**config.mk**
```make
export PLATFORM = sky130hd
export DESIGN_NAME = e2c_div_cell
export DESIGN_NICKNAME = d
export VERILOG_FILES = /design/src/rtl/core/e2c_pkg.sv /design/src/rtl/core/e2c_div_cell.sv
export SDC_FILE = /design/constraint.sdc
export NUM_CORES = 1
export LEC_CHECK = 0
export BUFFER_PORTS_ARGS = -buffer_cell sky130_fd_sc_hd__clkbuf_2
export CAP_MARGIN = 25
export CORE_MARGIN = 4
export CORE_UTILIZATION = 26
export CTS_CLUSTER_DIAMETER = 50
export DETAILED_ROUTE_END_ITERATION = 6
export GPL_TIMING_DRIVEN = 1
export SLEW_MARGIN = 5
export SYNTH_ARGS = -nofsm -noshare
export SYNTH_HDL_FRONTEND = slang
export SYNTH_SLANG_ARGS = --single-unit
```
**constraint.sdc**
```tcl
create_clock -name clk -period 7.3 [get_ports clk]
set_input_delay 1.46 -clock clk [delete_from_list [all_inputs] [get_ports clk]]
set_output_delay 1.46 -clock clk [all_outputs]
set_load 0.1 [all_outputs]
```
**src/rtl/core/e2c_pkg.sv**
```systemverilog
`timescale 1ns / 1ps
package e2c_pkg;

	localparam int MAX_DIM = 4096;
	localparam int CORDIC_STEPS = 16;
	localparam int ATAN_ENTRIES = 24;
	localparam int DIM_W = 13;
	localparam int FS_W = 12;
	localparam int CRD_W = 20;
	localparam int ANG_W = 18;
	localparam int DIV_W = 18;
	localparam int DIV_NUM_W = 29;
	localparam int SQ_RAD_W = 36;
	localparam int SQ_ROOT_W = 18;
	localparam int SQ_STEPS = 18;
	localparam int DIV_STEPS = 18;
	localparam logic signed [CRD_W-1:0] ONE_Q16 = 20'sd65536;
	localparam logic signed [ANG_W-1:0] QUARTER_TURN = 18'sd16384;
	localparam logic signed [ANG_W-1:0] HALF_TURN = 18'sd32768;

	typedef enum logic [2:0] {
		FACE_PX = 3'd0,
		FACE_NX = 3'd1,
		FACE_PY = 3'd2,
		FACE_NY = 3'd3,
		FACE_PZ = 3'd4,
		FACE_NZ = 3'd5
	} face_t;

	typedef enum logic [0:0] {
		REG_PAN_WIDTH = 1'b0,
		REG_PAN_HEIGHT = 1'b1
	} reg_idx_t;

	typedef struct packed {
		logic valid;
		logic oof;
		logic bad_face;
		logic [2:0] face;
		logic [10:0] col;
		logic [10:0] row;
		logic [DIM_W-1:0] w;
		logic [DIM_W-1:0] h;
		logic [FS_W-1:0] fs;
	} tag_t;

	function automatic logic signed [ANG_W-1:0] atan_turn(input int i);
		logic signed [ANG_W-1:0] t;
		begin
			case (i)
				0: t = 18'sd8192;
				1: t = 18'sd4836;
				2: t = 18'sd2555;
				3: t = 18'sd1297;
				4: t = 18'sd651;
				5: t = 18'sd326;
				6: t = 18'sd163;
				7: t = 18'sd81;
				8: t = 18'sd41;
				9: t = 18'sd20;
				10: t = 18'sd10;
				11: t = 18'sd5;
				12: t = 18'sd3;
				13: t = 18'sd1;
				14: t = 18'sd1;
				default: t = 18'sd0;
			endcase
			return t;
		end
	endfunction

endpackage

```
**src/rtl/core/e2c_div_cell.sv**
```systemverilog
`timescale 1ns / 1ps
module e2c_div_cell import e2c_pkg::*; (
	input logic clk,
	input logic en,
	input logic [DIV_W-1:0] rem_in,
	input logic [DIV_NUM_W-1:0] num_in,
	input logic [DIV_W-1:0] quo_in,
	input logic [FS_W-1:0] den,
	output logic [DIV_W-1:0] rem_out,
	output logic [DIV_NUM_W-1:0] num_out,
	output logic [DIV_W-1:0] quo_out
);

	logic [DIV_W:0] trial;
	logic [DIV_W:0] diff;

	always_comb begin
		trial = {rem_in, num_in[DIV_NUM_W-1]};
		diff = trial - {{(DIV_W+1-FS_W){1'b0}}, den};
	end

	always_ff @(posedge clk) begin
		if (en) begin
			num_out <= {num_in[DIV_NUM_W-2:0], 1'b0};
			if (!diff[DIV_W]) begin
				rem_out <= diff[DIV_W-1:0];
				quo_out <= {quo_in[DIV_W-2:0], 1'b1};
			end else begin
				rem_out <= trial[DIV_W-1:0];
				quo_out <= {quo_in[DIV_W-2:0], 1'b0};
			end
		end
	end

endmodule

```
==> Yosys cells after proc, flatten, opt, wreduce, memory -nomap -nowiden <==
Index checks and enable logic that the tools add are counted.
{ "totals": {"reg_bits": 64, "out_inout_bits": 65, "mem_bits_rw": 0, "mem_bits_ro": 0, "n_memories": 0, "latch_bits": 0, "input_bits": 79} }
{ "op_classes": {"order_cmp": 0, "muxes": 2, "n_shift": 0, "n_mul": 0, "div_mod_pow": 0, "bitwise_logic": 0, "eq_ne": 0, "n_reduce_logical": 0, "add_sub_neg": 1} }
{ "ops": {"columns": ["operator", "n"], "rows": [
  ["$sub A19 B12 Y19", 1],
  ["$mux W18", 1],
  ["$mux W1", 1]
]} }

==> Longest topological paths before layout <==
{ "depth": {"word_depth": 2, "depth_mapped": 11, "ltp_nobuf": 11} }

==> Worst setup path before layout <==
OpenSTA, ideal clock, no wires.
{ "synth_path": {"path_type": "input port to flip-flop", "from": "in num_in[28]", "to": "reg rem_out[11], data pin", "path_buffers": 0, "slack_ps": 3779, "t_arrival_ps": 3254, "cell_stages": 10, "path_cell_list": "inv_1 > ha_1 > fa_1 > nor2b_1 > o31ai_1 > a21oi_1 > a31oi_4 > xor2_4 > a2111oi_0 > nor2_1"} }
{ "synth_between": {"elab_chain_cells": 2} }
{ "synth_lines": {"columns": ["element", "line", "text"], "rows": [
  ["start: declaration", "e2c_div_cell.sv:6", "input logic [DIV_NUM_W-1:0] num_in,"],
  ["$sub A19 B12 Y19", "e2c_div_cell.sv:19", "diff = trial - {{(DIV_W+1-FS_W){1'b0}}, den};"],
  ["$mux W18", "e2c_div_cell.sv:25", "if (!diff[DIV_W]) begin"],
  ["end signal: assignment", "e2c_div_cell.sv:26", "rem_out <= diff[DIV_W-1:0];"],
  ["end signal: assignment", "e2c_div_cell.sv:29", "rem_out <= trial[DIV_W-1:0];"],
  ["end: declaration", "e2c_div_cell.sv:9", "output logic [DIV_W-1:0] rem_out,"]
]} }
Every way passes these cells.
A chain may end at the register's enable or synchronous reset.

==> Worst setup path in the final report <==
{ "layout_path": {"from": "in num_in[28]", "to": "reg rem_out[15], data pin"} }
The elaborated chain is that of the path after synthesis.

==> results.md <==
* Result of the run: completed
* Kind of critical path: input port to register
* Worst Path Arrival at 3890 ps
* Met2 GRT Util at 18.88%
* Int Pwr at 694.0 uW
* Seq/Total Area, Yosys at 66.32%
* Worst min path class: input port to register
* Yosys warns at 0
* Logic pwr share at 32.4%
* Hold_buf cts at 0
* Vias/cell at 4.272
* Setup crit start kind: input port
* Fin crit share at 52.10%
* Slew headroom at 46.86%
* Max clock buf depth at 2
* PwrDens at 286.0 nW/um^2
* Net switching power at 433.8 uW
* Ant diodes at 0
* Clk sinks at 64
* Depth of the CTS H-tree at 3
* Syn nets at 301
* Initial antenna violation count at 0
* I/O pin cnt at 144
* Die area at 12,900 sq um
* Most frequent cells in the layout: clkbuf_2 (140), edfxtp_1 (64), nand2_1 (17)
* Post_cts resized at 0
* First-pass GRT wire length at 10,730 um
* XOR/XNOR Fraction of Synth Area at 4.275%
* Area Overhead vs Synth at 36.10%
* RD Place Congestion at 0.7891
* Core area at 10,890 sq um
* CTS buffer count at 9
* Design Power at 1128 uW
* WL final at 6931 um
* Busiest layer in global routing: met2
* Synthesized instance count at 209
* Tmin final at 3803 ps
* Largest family of logic cells by synthesized area: compound AO/OA/AOI/OAI gates
* Post-Layout Cell Count at 500
* Die W at 113.6 um
* Nets@finish at 448
* TritonCTS clock tree: yes
* Setup violators final at 0
* Initial Util at 26.61%
* Commonest non-fill, non-tap cell in the layout: clkbuf_2
* Vias in the first global route at 2,150
* VDD IR max at 0.0001204 V
* All-layer global routing usage at 10.79%
* Seq cells post-synth at 64
* Worst slack at placement at 3144 ps
* Post-CTS Setup Bufs at 0
* # rows at 38
* Adder-Cell Fraction of Synth Area at 5.872%
* Chip Height at 113.6 um
* Post-detail-place hpwl at 5525 um
* Grt met3 use at 3.448%
* Worst Path Max Fanout at 23
* Maxcap violations at 0
* CP required at 7390 ps
* Leakage at 0.001738 uW
* Routed len/inst at 13.86 um
* Root Driver: clkbuf_8
* Synth Area in Compound Gates at 11.23%
* DRC viols at 0
* Total grt overflow at 0
* Fmax achieved at 262.9 MHz
* Slew Limit Fails at 0
* Reg power frac at 40.1%
* Met1 Usage GRT at 11.80%
* Layout cells sized above 1 at 45.00%
* Post-synthesis mux area share at 0%
* Unrepaired setup endpoints after global routing: no
* Setup tns final at 0 ps
* Final Hold Violating Endpoints at 0
* I/O Buffers at 141
* Post-Synthesis Mean Instance Area at 13.86 sq um
* Vias at 2,136
* TritonRoute pass-1 iters at 4
* Simple-gate portion of the synthesized area at 8.420%
* Distinct cells, synth at 40
* Switching Share at 38.46%
* Post-Syn Area at 2898 sq um
* Clk network pwr share at 27.5%
* CP Capture Type: register
* Clk pin slew, worst setup/hold paths at 70 ps
* Placed cells at 485
* Final Core Density at 36.22%
* DRT iter0 DRCs at 176
* Actual slew at the worst max-slew pin at 797.1 ps
* Largest net degree at the start of global routing at 65
* Final WS setup at 3497 ps
* Post-route ant nets at 0
==> power groups by stage <==
stage               clock network [uW]  logic [uW]  registers (uW)
CTS                                324         368             452
detailed placement                   0         368             460
floorplan                            0        61.7             694
global placement                     0         365             459
global route                       340         383             455
finish                             310         366             452
==> logic make-up after synthesis <==
logic type,count (synthesis)
DFF,64
AOI/OAI and AO/OA,49
and+or+nand+nor,47
buffers and inverters,23
adders and majority gates,13
xor gates and xnor gates,12
other,1
==> Yosys cell counts <==
cell type,n,share of area (%)
nor2_1,9,1.2
ha_1,12,5.2
o21ai_0,6,1.0
nand4_1,1,0.22
nor3_1,5,0.86
nor4_4,1,0.73
a2111oi_0,1,0.30
o31ai_1,2,0.52
a31oi_4,1,0.73
conb_1,1,0.13
inv_4,1,0.22
a21o_1,3,0.78
xor2_4,1,0.95
o211ai_1,2,0.52
a31oi_1,2,0.43
a211oi_1,2,0.52
clkbuf_1,2,0.26
nor2b_1,4,0.86
o41ai_1,2,0.60
fa_1,1,0.69
o2bb2ai_1,1,0.30
o211a_1,1,0.35
o21a_1,2,0.52
buf_6,2,0.78
nand2b_1,5,1.1
nand3b_1,1,0.26
nand3_1,2,0.35
or3_4,1,0.39
buf_4,1,0.26
nand2b_2,1,0.30
o21ai_1,9,1.6
xnor2_1,9,2.7
a31o_2,1,0.30
a21oi_1,13,2.2
nand2_1,17,2.2
o2111ai_2,1,0.52
xor2_1,2,0.60
edfxtp_1,64,66
buf_2,1,0.17
inv_1,16,2.1
==> metrics by stage <==
stage               hold WS, ps  cell area, sq um
floorplan                  1559              2898
global placement           1638              3744
detailed placement         1639              3744
CTS                        1270              3944
global route               1264              3944
finish                     1299              3944
==> routing by layer <==
metal / vias up / part of all wire [%]
li1: 1061 / -
met2: 85 / 51
met5: - / 0
met1: 983 / 39
met4: 0 / 1.8
met3: 7 / 8.2
==> flip-flops by register name, summed over array words and instances (netlist names) <==
signal,count
num_out,28
quo_out,18
rem_out,18
==> worst max-delay path: stages <==
cell       delay (ps)
clkbuf_2           90
inv_1              40
ha_1              210
fa_1              400
nor2b_1           170
o31ai_1           110
a21oi_1           380
a31oi_4           160
xor2_4            540
inv_4             110
o2111ai_2         120
xnor2_1            90
==> area by class of cell <==
cell class                 instances  area [sq um]
clock buffer                      10         127.6
clock inverter                     5         72.57
fill                            1096          6944
inverter                          17         66.31
multi-input combinational        122         867.1
sequential                        64          1922
tap                              140         175.2
timing repair buffer             142         713.2
==> worst paths after layout <==
path        from  cells after the start     endpoint  slack [ps]
min   num_in[19]                      1  num_out[20]        1300
max   num_in[28]                     12  rem_out[15]        3500
(Power assumes the default switching activity.)
