`src/rtl/core/e2c_pkg.sv`:
```
`timescale 1ns / 1ps
package e2c_pkg;

	localparam int MAX_DIM = 4096;
	localparam int CORDIC_STEPS = 16;
	localparam int ATAN_ENTRIES = 24;
	localparam int DIM_W = 13;
	localparam int FS_W = 12;
	localparam int CRD_W = 20;
	localparam int ANG_W = 18;
	localparam int DIV_W = 18;
	localparam int DIV_NUM_W = 29;
	localparam int SQ_RAD_W = 36;
	localparam int SQ_ROOT_W = 18;
	localparam int SQ_STEPS = 18;
	localparam int DIV_STEPS = 18;
	localparam logic signed [CRD_W-1:0] ONE_Q16 = 20'sd65536;
	localparam logic signed [ANG_W-1:0] QUARTER_TURN = 18'sd16384;
	localparam logic signed [ANG_W-1:0] HALF_TURN = 18'sd32768;

	typedef enum logic [2:0] {
		FACE_PX = 3'd0,
		FACE_NX = 3'd1,
		FACE_PY = 3'd2,
		FACE_NY = 3'd3,
		FACE_PZ = 3'd4,
		FACE_NZ = 3'd5
	} face_t;

	typedef enum logic [0:0] {
		REG_PAN_WIDTH = 1'b0,
		REG_PAN_HEIGHT = 1'b1
	} reg_idx_t;

	typedef struct packed {
		logic valid;
		logic oof;
		logic bad_face;
		logic [2:0] face;
		logic [10:0] col;
		logic [10:0] row;
		logic [DIM_W-1:0] w;
		logic [DIM_W-1:0] h;
		logic [FS_W-1:0] fs;
	} tag_t;

	function automatic logic signed [ANG_W-1:0] atan_turn(input int i);
		logic signed [ANG_W-1:0] t;
		begin
			case (i)
				0: t = 18'sd8192;
				1: t = 18'sd4836;
				2: t = 18'sd2555;
				3: t = 18'sd1297;
				4: t = 18'sd651;
				5: t = 18'sd326;
				6: t = 18'sd163;
				7: t = 18'sd81;
				8: t = 18'sd41;
				9: t = 18'sd20;
				10: t = 18'sd10;
				11: t = 18'sd5;
				12: t = 18'sd3;
				13: t = 18'sd1;
				14: t = 18'sd1;
				default: t = 18'sd0;
			endcase
			return t;
		end
	endfunction

endpackage

```
`src/rtl/core/e2c_cordic_cell.sv`:
```
`timescale 1ns / 1ps
module e2c_cordic_cell import e2c_pkg::*; (
	input logic clk,
	input logic en,
	input logic [4:0] step,
	input logic signed [CRD_W+1:0] x_in,
	input logic signed [CRD_W+1:0] y_in,
	input logic signed [ANG_W-1:0] ang_in,
	output logic signed [CRD_W+1:0] x_out,
	output logic signed [CRD_W+1:0] y_out,
	output logic signed [ANG_W-1:0] ang_out
);

	logic signed [CRD_W+1:0] dx;
	logic signed [CRD_W+1:0] dy;
	logic signed [ANG_W-1:0] da;

	always_comb begin
		dx = y_in >>> step;
		dy = x_in >>> step;
		da = atan_turn(int'(step));
	end

	always_ff @(posedge clk) begin
		if (en) begin
			if (y_in > 0) begin
				x_out <= x_in + dx;
				y_out <= y_in - dy;
				ang_out <= ang_in + da;
			end else begin
				x_out <= x_in - dx;
				y_out <= y_in + dy;
				ang_out <= ang_in - da;
			end
		end
	end

endmodule

```
`config.mk`:
```
export PLATFORM = sky130hd
export DESIGN_NAME = e2c_cordic_cell
export DESIGN_NICKNAME = d
export VERILOG_FILES = /design/src/rtl/core/e2c_pkg.sv /design/src/rtl/core/e2c_cordic_cell.sv
export SDC_FILE = /design/constraint.sdc
export NUM_CORES = 1
export LEC_CHECK = 0
export BUFFER_PORTS_ARGS = -buffer_cell sky130_fd_sc_hd__buf_2
export CAP_MARGIN = 20
export CORE_MARGIN = 3
export CORE_UTILIZATION = 25
export DETAILED_ROUTE_END_ITERATION = 7
export PLACE_DENSITY = 0.48
export SYNTH_ARGS = -nofsm -noshare
export SYNTH_HDL_FRONTEND = slang
export SYNTH_SLANG_ARGS = --single-unit
```
`constraint.sdc`:
```
create_clock -name clk -period 9.1 [get_ports clk]
set_clock_uncertainty 0.15 [all_clocks]
set_input_delay 2.73 -clock clk [delete_from_list [all_inputs] [get_ports clk]]
set_output_delay 2.73 -clock clk [all_outputs]
set_load 0.05 [all_outputs]
```
* Word level (Yosys, flattened, before mapping)
Memory sizes are Yosys's and may differ from the RTL's. Cells that the tools add are included. W data, S select, Z words.
Word-level totals: output and inout bits 62, flip-flop bits (word level) 62, input port bits 69, memories kept 1, bits in read-only memories 224
Memories:
- (no name shown) | words 16, bits a word 14, rd ports 1, clocked after memory_dff 0, wr ports 0, line e2c_pkg.sv:50 | case (i)
Cells by class: shift operators 2, add/subtract/negate cells 6, $lt $le $gt $ge 1, muxes and demuxes 4
Operators with widths (number):
- $add A22 B22 Y22 | 2
- $mux W22 | 2
- $sshr A22 B5 Y22 | 2
- $sub A22 B22 Y22 | 2
- $mux W18 | 2
- $gt A22 B1 Y1 const B | 1
- $add A18 B18 Y18 | 1
- $sub A18 B18 Y18 | 1

* Depth between registers and ports, before layout
Gate-level depths: netlist of run 1. An unclocked memory read counts as a cell.
depth in word-level cells 4, mapped depth 24

* Worst setup path after synthesis of run 1
OpenSTA, ideal clock, no wires.
path type input to register, start input step[1], end register y_out[21], data pin, data arrival time 6910 ps, stages on the path 22, data required time 8682 ps, setup time 268 ps, setup slack 1772 ps, cells stage by stage buf_6 -> buf_6 -> buf_2 -> buf_2 -> mux2i_1 -> nand2_1 -> a311o_1 -> a21oi_1 -> and3_1 -> and2_1 -> nor2_1 -> xor2_1 -> ha_1 -> or2_2 -> a31oi_1 -> o31ai_1 -> nand3_1 -> a311oi_1 -> o21a_1 -> o21a_1 -> o41ai_1 -> xnor2_1
Between the ends: cells in the longest elaborated chain, start to end 3
RTL lines:
- start: declaration | line e2c_cordic_cell.sv:5 | input logic [4:0] step,
- $sshr A22 B5 Y22 * | line e2c_cordic_cell.sv:20 | dy = x_in >>> step;
- $add A22 B22 Y22 / $sub A22 B22 Y22 (equally long branches) | line e2c_cordic_cell.sv:32, e2c_cordic_cell.sv:28
- $mux W22 * | line e2c_cordic_cell.sv:26 | if (y_in > 0) begin
- end signal: assignment | line e2c_cordic_cell.sv:28 | y_out <= y_in - dy;
- end signal: assignment | line e2c_cordic_cell.sv:32 | y_out <= y_in + dy;
- end: declaration | line e2c_cordic_cell.sv:10 | output logic signed [CRD_W+1:0] y_out,
Mark *: on every way between the ends. The rest lies on a longest branch, timed or not. A chain may end at the register's enable or synchronous reset.

* Worst setup path in the final report of run 1
start input step[0], end register y_out[21], data pin
The elaborated chain is that of the path after synthesis.

==> results.md, run 1 <==
- Power Dens Cells: about 180 nW/um2
- CTS tree: yes
- Post-Route WL: ~29 mm
- Netlist cell types: 81
- Clk buf depth: 2
- Status: completed
- Full die area: 37100 um2
- Vias in the first global route: 7775
- RSZ-0062 raised after global routing: no
- Crit Path Class: primary input to flip-flop
- Share of layout cells above drive strength 1: between 20% and 30%
- Initial drt markers: around 500
- P_leak: approximately 4.0 nW
- Worst-path maximum fanout: 40
- GR peak layer: met2
- Die width: between 150 and 200 um
- Max rail drop VDD: 0.0931 mV
- Final setup violation count: 0
- CTS root buf: clkbuf_16
- Fmax: between 100 and 150 MHz
- Post-synth EDFFs: between 60 and 70
- Syn_nets: 1099
- H-tree Lvls: 3
- Met2 Usage GRT: around 26%
- Top_reg_cell synth: edfxtp_1
- Top cell type by total area after synthesis: edfxtp_1
- Final worst slack: roughly 1100 ps
- Met3 Usage GRT: under 10%
- Count leader, synth: nor2_1
- Cell Area, Placed: roughly 9700 um2
- Fin Setup TNS: 0 ps
- Flops & latches, synth: 62
- Synth area leaders: edfxtp_1 21%, ha_1 11%, mux4_2 9.8%, xnor2_1 6.1%, nor2_1 3.9%
- Reg clk slew, reported paths: roughly 60 ps
- Slew HR: 35.9%
- Syn_area_per_cell: between 9 and 10 um2
- Mapped cell area: ~8700 um2
- Post-CTS sizing: 0
- Synth top area share: 21.4%
- Initial Util: roughly 26%
- Post-synth top cells: 91 x nor2_1, 74 x ha_1, 73 x nand2_1
- Initial antenna violation count: 3
- Post-route ant nets: 0
- Residual DRC count: 0
- Post-route clock period utilization: between 80% and 90%
- WL per Instance: approximately 19 um
- Die Span Y: approximately 190 um
- Detailed Place HPWL: about 22 mm
- Final instance area: 10000 um2
- IO buf count: 130
- Total gr overflow: 0
- CP Cell Sequence: buf_2 > mux4_2 > and2_1 > a311oi_1 > o32a_1 > and3_1 > and2_1 > nor2_1 > xor2_1 > ha_1 > or2_2 > a31oi_1 > o31ai_1 > nand3_1 > a311oi_1 > o21a_1 > o21a_1 > o41ai_1 > xnor2_1
- Area grow syn2layout: 15.4%
- FFs w/ async S/R, synth: 0%
- TritonCTS Buffers: 9
- Crit path time final: 7970 ps
- Core outline area: 34000 um2
- Slowest CP cell: buf_2
- Routed vias: a little under 8000
- Grt met1 use: between 20% and 30%
- Nets@finish: approximately 1200
- Slew Limit Fails: 0
- CP top delay family: compound AO/OA/AOI/OAI gates
- CP startpoint kind: primary input
- GRT Util Overall: around 16%
- Bufs and invs on worst path: 1
- Top-level I/O count: 131
- First-pass GRT wire length: approximately 45 mm
- Hold Crit Class: primary input to flip-flop
- Worst Path Required: 9060 ps
- FP Rows: 67
- Setup WS pre-CTS: between 700 and 800 ps
- Sequential share of the synthesized area: 21.4%
- Post-CTS Hold Fix Bufs: 0
- DRT Pass-1 Iters: 6
- Setup Fix Bufs, Post-CTS: 0
- Max Cap Violations: 0
- Avg Vias per Cell: approximately 5.2
- Number of clock sinks: a little over 60
- Largest net degree at the start of global routing: 71
- Hold Fails Final Rpt: 0
- Crit end category: flip-flop
- Power, Total: between 1.5 and 2 mW
- GP Congestion: 0.886
- YS warnings: 0
- Cells after Synth: between 900 and 1000
- Critical path data arrival time: between 7000 and 8000 ps
- Worst-Margin Slew: slightly below 1000 ps
- Critical path's largest stage delay: roughly 710 ps
-- routing by layer --
| metal | part of all wire (%) | vias to the layer above |
|---|---|---|
| li1 | - | 3847 |
| met1 | 46 | 3791 |
| met2 | 46 | 259 |
| met3 | 6.6 | 32 |
| met4 | 1.3 | 0 |
| met5 | 0 | - |
-- layout make-up --
cell class	instances	area (um2)
multi-input cells	813	6470
diodes	3	7.51
clock inverters	7	65.1
flip-flops and latches	62	1860
fillers	3644	23900
repair buffers	142	743
clock buffers	9	225
inverters	31	116
well taps	448	561
-- cell usage in the layout (no fill, tap or decap), types with 18 or more instances in the layout --
master and count:
a21o_1 18, a21oi_1 66, buf_2 129, edfxtp_1 62, ha_1 74, inv_1 27
mux2i_1 32, mux4_2 38, nand2_1 73, nand3_1 22, nor2_1 91, nor3_1 18
o21ai_0 53, xnor2_1 61, xor2_1 29
-- path summary, 6_finish.rpt --
| check | start | to | cells after the start |
|---|---|---|---|
| hold / removal | y_in[0] | y_out[0] | 2 |
| setup / recovery | step[0] | y_out[21] | 19 |
-- power by group --
part	internal, mW	switching, mW
Sequential	0.419	0.0164
Combinational	0.332	0.657
Clock	0.210	0.148
Total	0.961	0.821
-- cells by family (layout without fill, tap and decap cells) --
family	count (synthesis)	after routing	share of synthesized area (%)
and+or+nand+nor	296	296	17.0
AOI/OAI and AO/OA	257	257	19.4
muxes	93	93	17.5
xor gates and xnor gates	90	90	9.06
buffers and inverters	78	189	4.30
adders and majority gates	77	77	11.3
DFF	62	62	21.4
other	0	3	0
-- sequential cells by signal, summed over array words and instances, names as in the netlist --
name,cells
ang_out,18
x_out,22
y_out,22
-- through the flow --
step | hold slack [ps] | utilization, % | instances
floorplan | 2690 | - | 953
global placement | 2980 | 28.7 | 1496
detailed placement | 2980 | 28.7 | 1496
CTS | 2600 | 29.6 | 1512
global route | 2610 | 29.6 | 1514
finish | 2600 | 29.6 | 1515
(Power assumes the default switching activity.)
==> run 2, diff against run 1 <==
Clock period 9.1 ns to 8.92 ns, I/O delays scaled along.
==> run 2 against run 1 <==
Compared with the run above:
- non-clock buffer count up 5
- highest routed layer is now met5
- largest power group unchanged
- clock power fell by 6.4%
- sequential power increased by 2%
- worst hold slack worse by 40 ps
- via count grew 0.83%
- critical endpoint unchanged
- combinational power about the same
- die area unchanged
- utilization hardly changed
- sequential share of layout area is essentially flat
==> results.md, run 2 (same netlist as run 1, synthesis figures left out) <==
- Status: completed (unchanged)
- Most frequent cells in the layout: 129 x buf_2, 91 x nor2_1, 74 x ha_1 (unchanged)
- Residual DRC count: 0 (unchanged)
- Fin cells: 1517 (was 1515)
- Post-Route WL: 29.0 mm (was 28.7 mm)
- P_leak: 4.02 nW (was 4.01 nW)
- Vias in the first global route: 7676 (was 7775)
- Crit path time final: 7840 ps
- Core outline area: 34000 um2 (unchanged)
- Die width: 193 um (unchanged)
- Post-route ant nets: 0 (unchanged)
- Post-Place Cells: 1501 (was 1496)
- TritonCTS Buffers: 9 (unchanged)
- Post-CTS sizing: 0 (unchanged)
- GRT Util Overall: 15.7% (was 15.6%)
- Area grow syn2layout: 15.4% (about the same)
- Slew HR: 39.5% (was 35.9%)
- Full die area: 37100 um2 (unchanged)
- DRT Pass-1 Iters: 5 (was 6)
- Bufs and invs on worst path: 2 (was 1)
- CP Cell Sequence: buf_2 > mux4_2 > and2_1 > a311o_1 > a21oi_1 > and3_1 > and2_1 > nor2_1 > xor2_1 > ha_1 > or2_2 > a31oi_1 > o31ai_1 > buf_4 > nand3_1 > a311oi_1 > o21a_1 > o21a_1 > o41ai_1 > xnor2_1 (was buf_2 > mux4_2 > and2_1 > a311oi_1 > o32a_1 > and3_1 > and2_1 > nor2_1 > xor2_1 > ha_1 > or2_2 > a31oi_1 > o31ai_1 > nand3_1 > a311oi_1 > o21a_1 > o21a_1 > o41ai_1 > xnor2_1)
- Reg clk slew, reported paths: 70 ps (was 60 ps)
- Crit Path Class: primary input to flip-flop (unchanged)
- Crit end category: flip-flop (unchanged)
- GP Congestion: 0.896 (was 0.886)
- Power Dens Cells: 179 nW/um2 (was 177 nW/um2)
- First-pass GRT wire length: 44.9 mm (was 44.6 mm)
- DR WL met3: 1.84 mm (was 1.89 mm)
- Clk buf depth: 2 (unchanged)
- Multi-input gate area: 6470 um2 (unchanged)
- Post-CTS Hold Fix Bufs: 0 (unchanged)
- Total gr overflow: 0 (unchanged)
- Hold Crit Class: primary input to flip-flop (unchanged)
- Cell Area, Placed: 9790 um2 (was 9750 um2)
- WL met1: 13.6 mm (was 13.1 mm)
- Max rail drop VDD: 0.0868 mV (was 0.0931 mV)
- Hold Fails Final Rpt: 0 (unchanged)
- CP top delay family: compound AO/OA/AOI/OAI gates (unchanged)
- Initial Util: 25.6% (unchanged)
- RSZ-0062 raised after global routing: no (unchanged)
- Uppermost layer routed: met5 (was met4)
- Routed vias: 7995 (was 7929)
- CTS root buf: clkbuf_16 (unchanged)
- IO buf count: 130 (unchanged)
- Worst-path maximum fanout: 38 (was 40)
- Avg Vias per Cell: 5.27 (was 5.23)
- Largest net degree at the start of global routing: 63 (was 71)
- Power, Total: 1.79 mW (was 1.78 mW)
- Largest registers: x_out (22), y_out (22), ang_out (18) (unchanged)
- Final instance area: 10000 um2 (about the same)
- Reg area: 1860 um2 (unchanged)
- CTS tree: yes (unchanged)
- Initial antenna violation count: 2 (was 3)
- CP startpoint kind: primary input (unchanged)
- FILL cells: 3646 (was 3644)
- Setup Fix Bufs, Post-CTS: 0 (unchanged)
- Number of clock sinks: 62 (unchanged)
- Max Cap Violations: 0 (unchanged)
- Post-route clock period utilization: between 80 and 90%
- Initial drt markers: 661 (was 502)
- Slowest CP cell: buf_2 (unchanged)
- Nets@finish: 1210 (was 1205)
- Detailed Place HPWL: 22.5 mm (was 22.4 mm)
- Share of layout cells above drive strength 1: 22.4% (was 22.1%)
- Final setup violation count: 0 (unchanged)
- Top-level I/O count: 131 (unchanged)
- Die Span Y: 193 um (unchanged)
- FP Rows: 67 (unchanged)
- Metal2 WL: 13.2 mm (was 13.3 mm)
- WL per Instance: 19.1 um (was 18.9 um)
- Fin Setup TNS: 0 ps (unchanged)
- Fmax: 128 MHz
- Worst-Margin Slew: 907 ps (was 962 ps)
- Critical path data arrival time: 7780 ps (was 7930 ps)
- H-tree Lvls: 3 (unchanged)
- Commonest non-fill, non-tap cell in the layout: buf_2 (unchanged)
- Critical path's largest stage delay: 680 ps (was 710 ps)
- Slew Limit Fails: 0 (unchanged)
- Worst Path Required: 8860 ps (was 9060 ps)
==> run 2: layout make-up <==
type,count,area share (%)
timing repair buffer,147,7.77
multi-input combinational,813,64.4
clock buffer,10,2.28
clock inverter,5,0.274
sequential,62,18.5
antenna,1,0.0249
inverter,31,1.16
tap,448,5.58
==> run 2: where the power goes <==
| group | switching (mW) | internal [mW] | total [mW] |
|---|---|---|---|
| combinational | 0.673 | 0.343 | 1.02 |
| clock | 0.150 | 0.185 | 0.335 |
| sequential | 0.0164 | 0.428 | 0.444 |
| total | 0.840 | 0.955 | 1.79 |
==> run 2: per-stage QoR <==
stage | hold slack (ps) | setup WS [ps] | util [%]
floorplan | 2640 | 1650 | -
global placement | 2920 | 821 | 28.8
global route | 2560 | 692 | 29.6
finish | 2560 | 1080 | 29.6
detailed placement | 2920 | 732 | 28.8
CTS | 2550 | 1080 | 29.6
==> run 2: final timing paths <==
path | startpoint | end | slack (ps) | depth (start not counted)
worst max-delay path | step[0] | y_out[21] | 1080 | 20
worst min-delay path | y_in[0] | y_out[0] | 2560 | 2
==> run 2: layer usage <==
metal | vias to the layer above | track usage [%]
met3 | 23 | 2.56
met2 | 270 | 25.0
met4 | 2 | 3.67
met1 | 3857 | 22.2
met5 | - | 0
li1 | 3843 | -
