### config.mk
export PLATFORM = sky130hd
export DESIGN_NAME = e2c_sqrt_cell
export DESIGN_NICKNAME = d
export VERILOG_FILES = /design/src/rtl/core/e2c_pkg.sv /design/src/rtl/core/e2c_sqrt_cell.sv
export SDC_FILE = /design/constraint.sdc
export NUM_CORES = 1
export LEC_CHECK = 0
export BUFFER_PORTS_ARGS = -buffer_cell sky130_fd_sc_hd__buf_2
export CAP_MARGIN = 5
export CELL_PAD_IN_SITES_DETAIL_PLACEMENT = 0
export CELL_PAD_IN_SITES_GLOBAL_PLACEMENT = 1
export CORE_MARGIN = 4
export CORE_UTILIZATION = 39
export DETAILED_ROUTE_END_ITERATION = 10
export PLACE_DENSITY = 0.86
export SLEW_MARGIN = 20
export SYNTH_ARGS = -nofsm -noshare
export SYNTH_HDL_FRONTEND = slang
export SYNTH_SLANG_ARGS = --single-unit
### constraint.sdc
create_clock -name clk -period 5.7 [get_ports clk]
set_input_delay 0.57 -clock clk [delete_from_list [all_inputs] [get_ports clk]]
set_output_delay 0.57 -clock clk [all_outputs]
set_load 0.01 [all_outputs]
### src/rtl/core/e2c_pkg.sv
`timescale 1ns / 1ps
package e2c_pkg;

	localparam int MAX_DIM = 4096;
	localparam int CORDIC_STEPS = 16;
	localparam int ATAN_ENTRIES = 24;
	localparam int DIM_W = 13;
	localparam int FS_W = 12;
	localparam int CRD_W = 20;
	localparam int ANG_W = 18;
	localparam int DIV_W = 18;
	localparam int DIV_NUM_W = 29;
	localparam int SQ_RAD_W = 36;
	localparam int SQ_ROOT_W = 18;
	localparam int SQ_STEPS = 18;
	localparam int DIV_STEPS = 18;
	localparam logic signed [CRD_W-1:0] ONE_Q16 = 20'sd65536;
	localparam logic signed [ANG_W-1:0] QUARTER_TURN = 18'sd16384;
	localparam logic signed [ANG_W-1:0] HALF_TURN = 18'sd32768;

	typedef enum logic [2:0] {
		FACE_PX = 3'd0,
		FACE_NX = 3'd1,
		FACE_PY = 3'd2,
		FACE_NY = 3'd3,
		FACE_PZ = 3'd4,
		FACE_NZ = 3'd5
	} face_t;

	typedef enum logic [0:0] {
		REG_PAN_WIDTH = 1'b0,
		REG_PAN_HEIGHT = 1'b1
	} reg_idx_t;

	typedef struct packed {
		logic valid;
		logic oof;
		logic bad_face;
		logic [2:0] face;
		logic [10:0] col;
		logic [10:0] row;
		logic [DIM_W-1:0] w;
		logic [DIM_W-1:0] h;
		logic [FS_W-1:0] fs;
	} tag_t;

	function automatic logic signed [ANG_W-1:0] atan_turn(input int i);
		logic signed [ANG_W-1:0] t;
		begin
			case (i)
				0: t = 18'sd8192;
				1: t = 18'sd4836;
				2: t = 18'sd2555;
				3: t = 18'sd1297;
				4: t = 18'sd651;
				5: t = 18'sd326;
				6: t = 18'sd163;
				7: t = 18'sd81;
				8: t = 18'sd41;
				9: t = 18'sd20;
				10: t = 18'sd10;
				11: t = 18'sd5;
				12: t = 18'sd3;
				13: t = 18'sd1;
				14: t = 18'sd1;
				default: t = 18'sd0;
			endcase
			return t;
		end
	endfunction

endpackage

### src/rtl/core/e2c_sqrt_cell.sv
`timescale 1ns / 1ps
module e2c_sqrt_cell import e2c_pkg::*; (
	input logic clk,
	input logic en,
	input logic [SQ_RAD_W-1:0] rad_in,
	input logic [SQ_ROOT_W+1:0] rem_in,
	input logic [SQ_ROOT_W-1:0] root_in,
	output logic [SQ_RAD_W-1:0] rad_out,
	output logic [SQ_ROOT_W+1:0] rem_out,
	output logic [SQ_ROOT_W-1:0] root_out
);

	logic [SQ_ROOT_W+1:0] trial;
	logic [SQ_ROOT_W+1:0] sub;
	logic [SQ_ROOT_W+2:0] diff;

	always_comb begin
		trial = {rem_in[SQ_ROOT_W-1:0], rad_in[SQ_RAD_W-1 -: 2]};
		sub = {root_in, 2'b01};
		diff = {1'b0, trial} - {1'b0, sub};
	end

	always_ff @(posedge clk) begin
		if (en) begin
			rad_out <= {rad_in[SQ_RAD_W-3:0], 2'b00};
			if (!diff[SQ_ROOT_W+2]) begin
				rem_out <= diff[SQ_ROOT_W+1:0];
				root_out <= {root_in[SQ_ROOT_W-2:0], 1'b1};
			end else begin
				rem_out <= trial;
				root_out <= {root_in[SQ_ROOT_W-2:0], 1'b0};
			end
		end
	end

endmodule

# After elaboration in Yosys (flattened, before gate mapping)

Cells that the tools add are included.

Equal/unequal tests: 0
Bitwise operators: 0
Add/subtract/negate cells: 1
Reduce and logical (&&, ||, !) cells: 0
Divide/modulo/power cells: 0
$lt $le $gt $ge: 0
Shifts and indexed selects: 0
Multiply operators: 0
Muxes and demuxes: 2

Operators by type and width:

| operator       | count |
|---|---|
| $sub 20x20->21 | 1 |
| $mux 20        | 1 |
| $mux 1         | 1 |

Output and inout port bits: 74
Memory bits (read-only): 0
Logic and storage cells: 6
Input bits: 76
Memory bits (writable): 0
Latch bits: 0
Register bits: 72
Memories kept: 0

# Longest topological paths before layout

Gate-level depths: netlist (run 1).

Depth in word-level cells: 2
Mapped depth: 10
Gate-level depth less buffers: 8

# Least setup slack after synthesis (run 1)

Ideal clock, no wire load.

Path type: input -> register
Start point: in root_in[7]
End point: reg rem_out[14], data pin
Stages on the path: 8
Required time: 5.440 ns
Buffers on the path: 0
Setup time: 0.260 ns
Setup slack: 3.081 ns
Arrival time: 2.359 ns
Cell sequence: inv_1 > ha_1 > and2_4 > a221oi_2 > o21ai_2 > a221oi_4 > inv_4 > mux2_4

Cells in the longest elaborated chain, start to end: 2

Ends and longest elaborated chain:

| element              | line                | source |
|---|---|---|
| start, declared      | e2c_sqrt_cell.sv:7  | `input logic [SQ_ROOT_W-1:0] root_in,` |
| $sub 20x20->21       | e2c_sqrt_cell.sv:20 | `diff = {1'b0, trial} - {1'b0, sub};` |
| $mux 20              | e2c_sqrt_cell.sv:26 | `if (!diff[SQ_ROOT_W+2]) begin` |
| end signal, assigned | e2c_sqrt_cell.sv:27 | `rem_out <= diff[SQ_ROOT_W+1:0];` |
| end signal, assigned | e2c_sqrt_cell.sv:30 | `rem_out <= trial;` |
| end, declared        | e2c_sqrt_cell.sv:9  | `output logic [SQ_ROOT_W+1:0] rem_out,` |

Every way passes these cells.
A chain may end at the register's enable or synchronous reset.

# Worst setup path in the final report (run 1)

Start point: in rem_in[0]
End point: reg rem_out[14], data pin

Cells in the longest elaborated chain, start to end: 2

Ends and longest elaborated chain:

| element         | line                | source |
|---|---|---|
| start, declared | e2c_sqrt_cell.sv:6  | `input logic [SQ_ROOT_W+1:0] rem_in,` |
| $sub 20x20->21  | e2c_sqrt_cell.sv:20 |  |
| $mux 20         | e2c_sqrt_cell.sv:26 |  |

Every way passes these cells.

==> reports/metrics.cfg, run 1 <==
[yosys]
yosys-mux-area-fraction = 0.007100
synth_xor_xnor_area_share = 0.03479
synth_compound_area_frac = 0.1512
synthArstFlopShare = 0
syn_inst = 282
yosysSeqAreaShare = 0.6134
synth-simple-area-share = 0.07774
synth_area_um2 = 3525
synth_cell_types = 50
synth-seq-cells = 72
ys.flop_type = edfxtp_1
synth-adder-area-share = 0.06745
synth_area_per_cell_um2 = 12.50
synth_top_family_by_area = compound AO/OA/AOI/OAI gates
synth_edf_count = 72
yosys_warnings = 0

[layout]
area_growth_pct = 28.65
n_fill_cell = 793
regArea_um2 = 2162
antenna_cells = 0
nets = 525
multi_input_comb_area_um2 = 1200
drive_above_1_share = 0.3908

[run]
cap_violations = 0

[floorplan]
num_rows = 34
pin_count = 150
fp.dieW_um = 103.1
core_area_um2 = 8763
die_h_um = 103.1
start_util = 0.4022
fp.dieArea_um2 = 10620

[routing]
vias = 2695
viasPerCell = 4.963
antenna_left = 0
wl_per_cell_um = 14.75
drt_iter0_markers = 94
dr.pass1.iters = 4
drc = 0
wl_um = 8011

[power]
peakVddDrop_uv = 104.2
total_power_mw = 1.337
leakage_nw = 2.029
powerDensity_nw_per_um2 = 294.8

[min_path]
hold_depth = 1
hold_start = rad_in[23]
holdCritPathClass = input pin to register
min_to = rad_out[25]$_DFFE_PP_

[cts]
max-clock-path-buffers = 2
cts_setup_buffers = 0
clk_pin_slew_ps = 80
cts_made_buffers = 9
cts_tree = done
cts_num_sinks = 72
h-tree-depth = 3
cts-root-buf = clkbuf_8
cts_resized = 0
cts_hold_buf = 0

[placement]
place_hpwl_um = 6112
io_buffers = 145
gp_congestion = 0.7978

[sta]
hold_viol_final = 0
worstMarginPinSlew_ps = 904.0
min_period_ps = 3026
setup_viol = 0
final_max_slew_viol_count = 0
setup_tns_ps = 0
slew-limit-headroom = 0.3973
period_share = 0.5308
max_freq_mhz = 330.5
rsz0062_at_grt = no

[setup_path]
worst-setup-path-type = input pin to register
worstPathMaxFanout = 19
critPathSlowestCell = a221oi_4
critPathLaunch = rem_in[0]
crit_arrival_ps = 3140
crit_path_end_kind = register
critPathBufInv = 3
crit_path_start_kind = input pin
critPathMaxStageDelay_ps = 700
cp_top_family = compound AO/OA/AOI/OAI gates
critPathRequiredTime_ps = 5810
crit_chain = buf_2, ha_1, nor2b_1, o211ai_1, a311oi_2, a221oi_4, buf_4, inv_4, mux2_4

[grt]
grt_usage = 0.1478
overflow = 0
grt_pass1_vias = 2613
antenna_found_initial = 0
grt_pass1_wl_um = 12140
grt_max_degree = 73

[status]
outcome = completed

-- metal layers --
| layer | vias up | GRT usage | part of all wire |
|---|---|---|---|
| met1 | 1240 | 0.1796 | 0.42 |
| li1 | 1343 | - | - |
| met4 | 0 | 0.04482 | 0.0097 |
| met2 | 106 | 0.2521 | 0.48 |
| met5 | - | 0 | 0 |
| met3 | 6 | 0.04533 | 0.094 |
-- kinds of logic (layout without fill, tap and decap cells) --
group / after synthesis / count (layout)
AOI/OAI and AO/OA: 78 / 78
DFF: 72 / 72
and+or+nand+nor: 60 / 60
buffers and inverters: 36 / 188
adders and majority gates: 19 / 19
xor gates and xnor gates: 14 / 14
muxes: 2 / 2
other: 1 / 2
-- stage by stage --
step / setup WS, ps / area [um^2] / util / cells / hold WS, ps
after floorplan: 3081 / 3528 / - / 283 / 668.9
after detailed placement: 2286 / 4333 / 0.4944 / 527 / 748.7
after CTS: 2677 / 4534 / 0.5174 / 543 / 364.7
after global placement: 2299 / 4333 / 0.4944 / 527 / 746.9
after global routing: 2447 / 4534 / 0.5174 / 543 / 360.0
final: 2674 / 4534 / 0.5174 / 543 / 385.0
-- how the worst max path moves through the flow --
stage | depth (start not counted) | to | slack [ps]
5_1_grt | 10 | rem_out[14]$_DFFE_PP_ | 2450
2_1_floorplan | 8 | rem_out[14]$_DFFE_PP_ | 3080
6_report | 9 | rem_out[14]$_DFFE_PP_ | 2670
4_1_cts | 9 | rem_out[14]$_DFFE_PP_ | 2680
3_5_place_dp | 10 | rem_out[14]$_DFFE_PP_ | 2290
3_3_place_gp | 9 | rem_out[14]$_DFFE_PP_ | 2300
-- layout make-up --
cell class | count | share of cell area
Clock inverter | 7 | 0.01711
Inverter | 26 | 0.02208
Timing Repair Buffer | 146 | 0.1623
Clock buffer | 9 | 0.02732
Tap cell | 108 | 0.02980
Sequential cell | 72 | 0.4768
Multi-Input combinational cell | 175 | 0.2646
-- state kept, by name, summed over array words and instances (netlist names) --
register and cells:
rem_out 20, rad_out 34, root_out 18
-- cell usage after synthesis, drive strengths merged (3+ instances only) --
| cell type | number | area share |
|---|---|---|
| nand2 | 28 | 0.030 |
| nand2b | 3 | 0.0053 |
| edfxtp | 72 | 0.61 |
| a31oi | 4 | 0.0071 |
| nand4 | 3 | 0.0053 |
| xor2 | 6 | 0.015 |
| nand3 | 3 | 0.0043 |
| nor2 | 10 | 0.011 |
| buf | 7 | 0.016 |
| a21o | 4 | 0.0085 |
| nor3 | 5 | 0.0071 |
| o21ai | 25 | 0.037 |
| inv | 26 | 0.028 |
| xnor2 | 8 | 0.020 |
| o211ai | 3 | 0.0064 |
| ha | 19 | 0.067 |
| a21oi | 16 | 0.023 |
| a211oi | 5 | 0.011 |
| o31ai | 3 | 0.0064 |
| clkbuf | 3 | 0.0032 |
-- cell usage in the layout, fill, tap and decap left out, types with 2 or more instances in the layout --
master	n
a211oi_1	5
a21o_1	4
a21oi_1	16
a31oi_1	4
buf_2	144
buf_4	2
clkbuf_8	9
conb_1	2
edfxtp_1	72
ha_1	19
inv_1	25
inv_6	3
nand2_1	28
nand2b_1	3
nand3_1	3
nand4_1	3
nor2_1	10
nor2b_1	2
nor3_1	5
o211a_1	2
o211ai_1	3
o21a_1	2
o21ai_0	21
o21ai_1	3
o21bai_1	2
o31ai_1	3
xnor2_1	8
xor2_1	6
-- power breakdown --
group	switching, mW	total [mW]	internal [mW]
Combinational	0.154	0.267	0.113
Clock	0.208	0.415	0.207
Sequential	0.0111	0.655	0.644
(Power assumes the default switching activity.)
==> run 2, diff against run 1 <==
- ABC_AREA: not set -> 1
- CORE_UTILIZATION: 39 -> 33
- PLACE_DENSITY: 0.86 -> 0.78
- clock period: 5.7 -> 2.55 ns (I/O delays scaled with it)
==> run 2 against run 1 <==
Effect of this change:
- cell count grew 28%
- area after synthesis grew 10%
- largest power group unchanged
- clock power grew to 3.2 times the previous value
- sequential share of layout area shrank 5.5 points
- utilization shrank 7.1 points
- first-iteration DRC count grew 70%
==> reports/metrics.cfg, run 2 <==
[cts]
cts_hold_buf = 0  ; unchanged
cts_num_sinks = 72  ; unchanged
clk_pin_slew_ps = 60  ; -20 ps
cts_made_buffers = 9  ; unchanged
cts_tree = done
h-tree-depth = 3  ; unchanged
cts-root-buf = clkbuf_16
cts_setup_buffers = 0  ; unchanged
max-clock-path-buffers = 2  ; unchanged
cts_resized = 0  ; unchanged

[placement]
gp_congestion = 0.7867  ; -1.4%
place_hpwl_um = 7363  ; +20%
io_buffers = 145  ; unchanged
place_area_um2 = 4808  ; +11%

[setup_path]
crit_path_start_kind = input pin
crit_chain = buf_2, ha_1, a21oi_1, o21ai_0, a21oi_4, nand3_4, buf_12, xor2_1
critPathRequiredTime_ps = 2630  ; -3180 ps
critPathSlowestCell = ha_1
critPathMaxStageDelay_ps = 360  ; -340 ps
critPathBufInv = 2  ; -1
worst-setup-path-type = input pin to register
crit_arrival_ps = 1780  ; -1360 ps
cp_top_family = compound AO/OA/AOI/OAI gates
worstPathMaxFanout = 31  ; +12
crit_path_end_kind = register

[sta]
setup_viol = 0  ; unchanged
hold_ws_ps = 99.59  ; -285.4 ps
rsz0062_at_grt = no
final_max_slew_viol_count = 0  ; unchanged
max_freq_mhz = 590.4
period_share = 0.6643
hold_viol_final = 0  ; unchanged
setup_tns_ps = 0  ; unchanged
min_period_ps = 1694

[grt]
grt_max_degree = 73  ; unchanged
antenna_found_initial = 0  ; unchanged
overflow = 0  ; unchanged
grt_pass1_wl_um = 14900  ; +23%
grt_pass1_vias = 3089  ; +18%
grt_usage = 0.1425  ; -0.005270

[routing]
vias = 3063  ; +14%
antenna_left = 0  ; unchanged
wl_um = 9523  ; +19%
wl_per_cell_um = 13.72  ; -7.0%
viasPerCell = 4.414  ; -11%
drt_iter0_markers = 160  ; +70%
dr.pass1.iters = 4  ; unchanged
drc = 0  ; unchanged

[layout]
final_util = 0.4467  ; -0.07072
n_fill_cell = 1150  ; +45%
final_area_um2 = 5122  ; +13%
nets = 641  ; +22%
antenna_cells = 0  ; unchanged
final_cell_mix = buf_2, nand2_1, edfxtp_1
drive_above_1_share = 0.3539  ; -0.03690
multi_input_comb_area_um2 = 1421  ; +18%
largest_register = rad_out
reg_top3 = rad_out x34, rem_out x20, root_out x18
layout_commonest_cell = buf_2
regArea_um2 = 2162  ; unchanged
largest_reg_flops = 34  ; unchanged
area_growth_pct = 31.60

[yosys]
synth_top_cell_by_area = edfxtp_1
synth_area_um2 = 3892  ; +10%
yosysSeqAreaShare = 0.5554  ; -0.05797
synth_top_area_frac = 0.5554  ; -0.05797
yosys_warnings = 0  ; unchanged
synth.most_common_cell = nand2_1
syn_inst = 389  ; +38%
synthArstFlopShare = 0  ; unchanged
synth-seq-cells = 72  ; unchanged
synthTopCellsByCount = nand2_1, edfxtp_1, inv_1, ha_1
synth_area_per_cell_um2 = 10.01  ; -20%
ys.flop_type = edfxtp_1
synth_cell_types = 30  ; -40%
synth.area.top_cells = edfxtp_1, nand2_1, inv_1, ha_1, nand3_2
synth_edf_count = 72  ; unchanged

[power]
peakVddDrop_uv = 545.9  ; +420%
powerDensity_nw_per_um2 = 679.6  ; +130%
leakage_nw = 2.512  ; +24%

[run]
cap_violations = 0  ; unchanged

[floorplan]
fp.dieArea_um2 = 13600  ; +28%
pin_count = 150  ; unchanged
fp.dieW_um = 116.6  ; +13%
core_area_um2 = 11470  ; +31%
start_util = 0.3394  ; -0.06276
die_h_um = 116.6  ; +13%
num_rows = 39  ; +15%

[min_path]
holdCritPathClass = input pin to register

[status]
outcome = completed

==> run 2: cell types whose count changed after synthesis, moves of 9 or more <==
| cell | change |
|---|---|
| o21ai_0 | -17 |
| nand3_1 | +14 |
| nand2_1 | +82 |
| inv_1 | +43 |
| nand3_2 | +9 |
| o21ai_2 | +9 |
==> run 2: layout make-up <==
class | instances | area share
multi-input combinational | 245 | 0.2775
clock inverter | 5 | 0.01588
clock buffer | 11 | 0.04543
inverter | 68 | 0.04983
sequential | 72 | 0.4221
tap | 143 | 0.03493
timing repair buffer | 150 | 0.1544
==> run 2: logic make-up after synthesis <==
kind of cell	Yosys count	share of synthesized area
xor+xnor	10	0.02250
compound gates	33	0.05722
other cells	1	0.0009634
buf+inv	73	0.08036
flops	72	0.5554
simple gates	181	0.2224
fa+ha+maj	19	0.06107
==> run 2: worst paths after layout <==
| path | cells past startpoint | start | slack [ps] | end |
|---|---|---|---|---|
| worst max-delay path | 8 | rem_in[15] | 860 | rem_out[0]$_DFFE_PP_ |
| worst min-delay path | 1 | rad_in[28] | 100 | rad_out[30]$_DFFE_PP_ |
==> run 2: per-layer routing <==
layer | track usage | vias up | routed length [um]
met2 | 0.2376 | 100 | 4292
met3 | 0.03938 | 11 | 841
met5 | 0 | - | 0
met4 | 0.04969 | 0 | 126
met1 | 0.1781 | 1353 | 4262
li1 | - | 1599 | -
==> run 2: where the power goes <==
group	total (mW)	internal [mW]	switching (mW)
logic	0.691	0.272	0.419
registers	1.47	1.44	0.0239
clock network	1.32	0.856	0.468
total	3.48	2.57	0.911
==> run 2: per-stage QoR <==
step / std cells / power, mW / setup WS, ps
6_report: 694 / 3.481 / 856.2
5_1_grt: 694 / 3.674 / 726.2
4_1_cts: 694 / 3.542 / 888.0
3_5_place_dp: 678 / 2.193 / 530.3
3_3_place_gp: 678 / 2.189 / 520.0
2_1_floorplan: 390 / 1.921 / 722.0
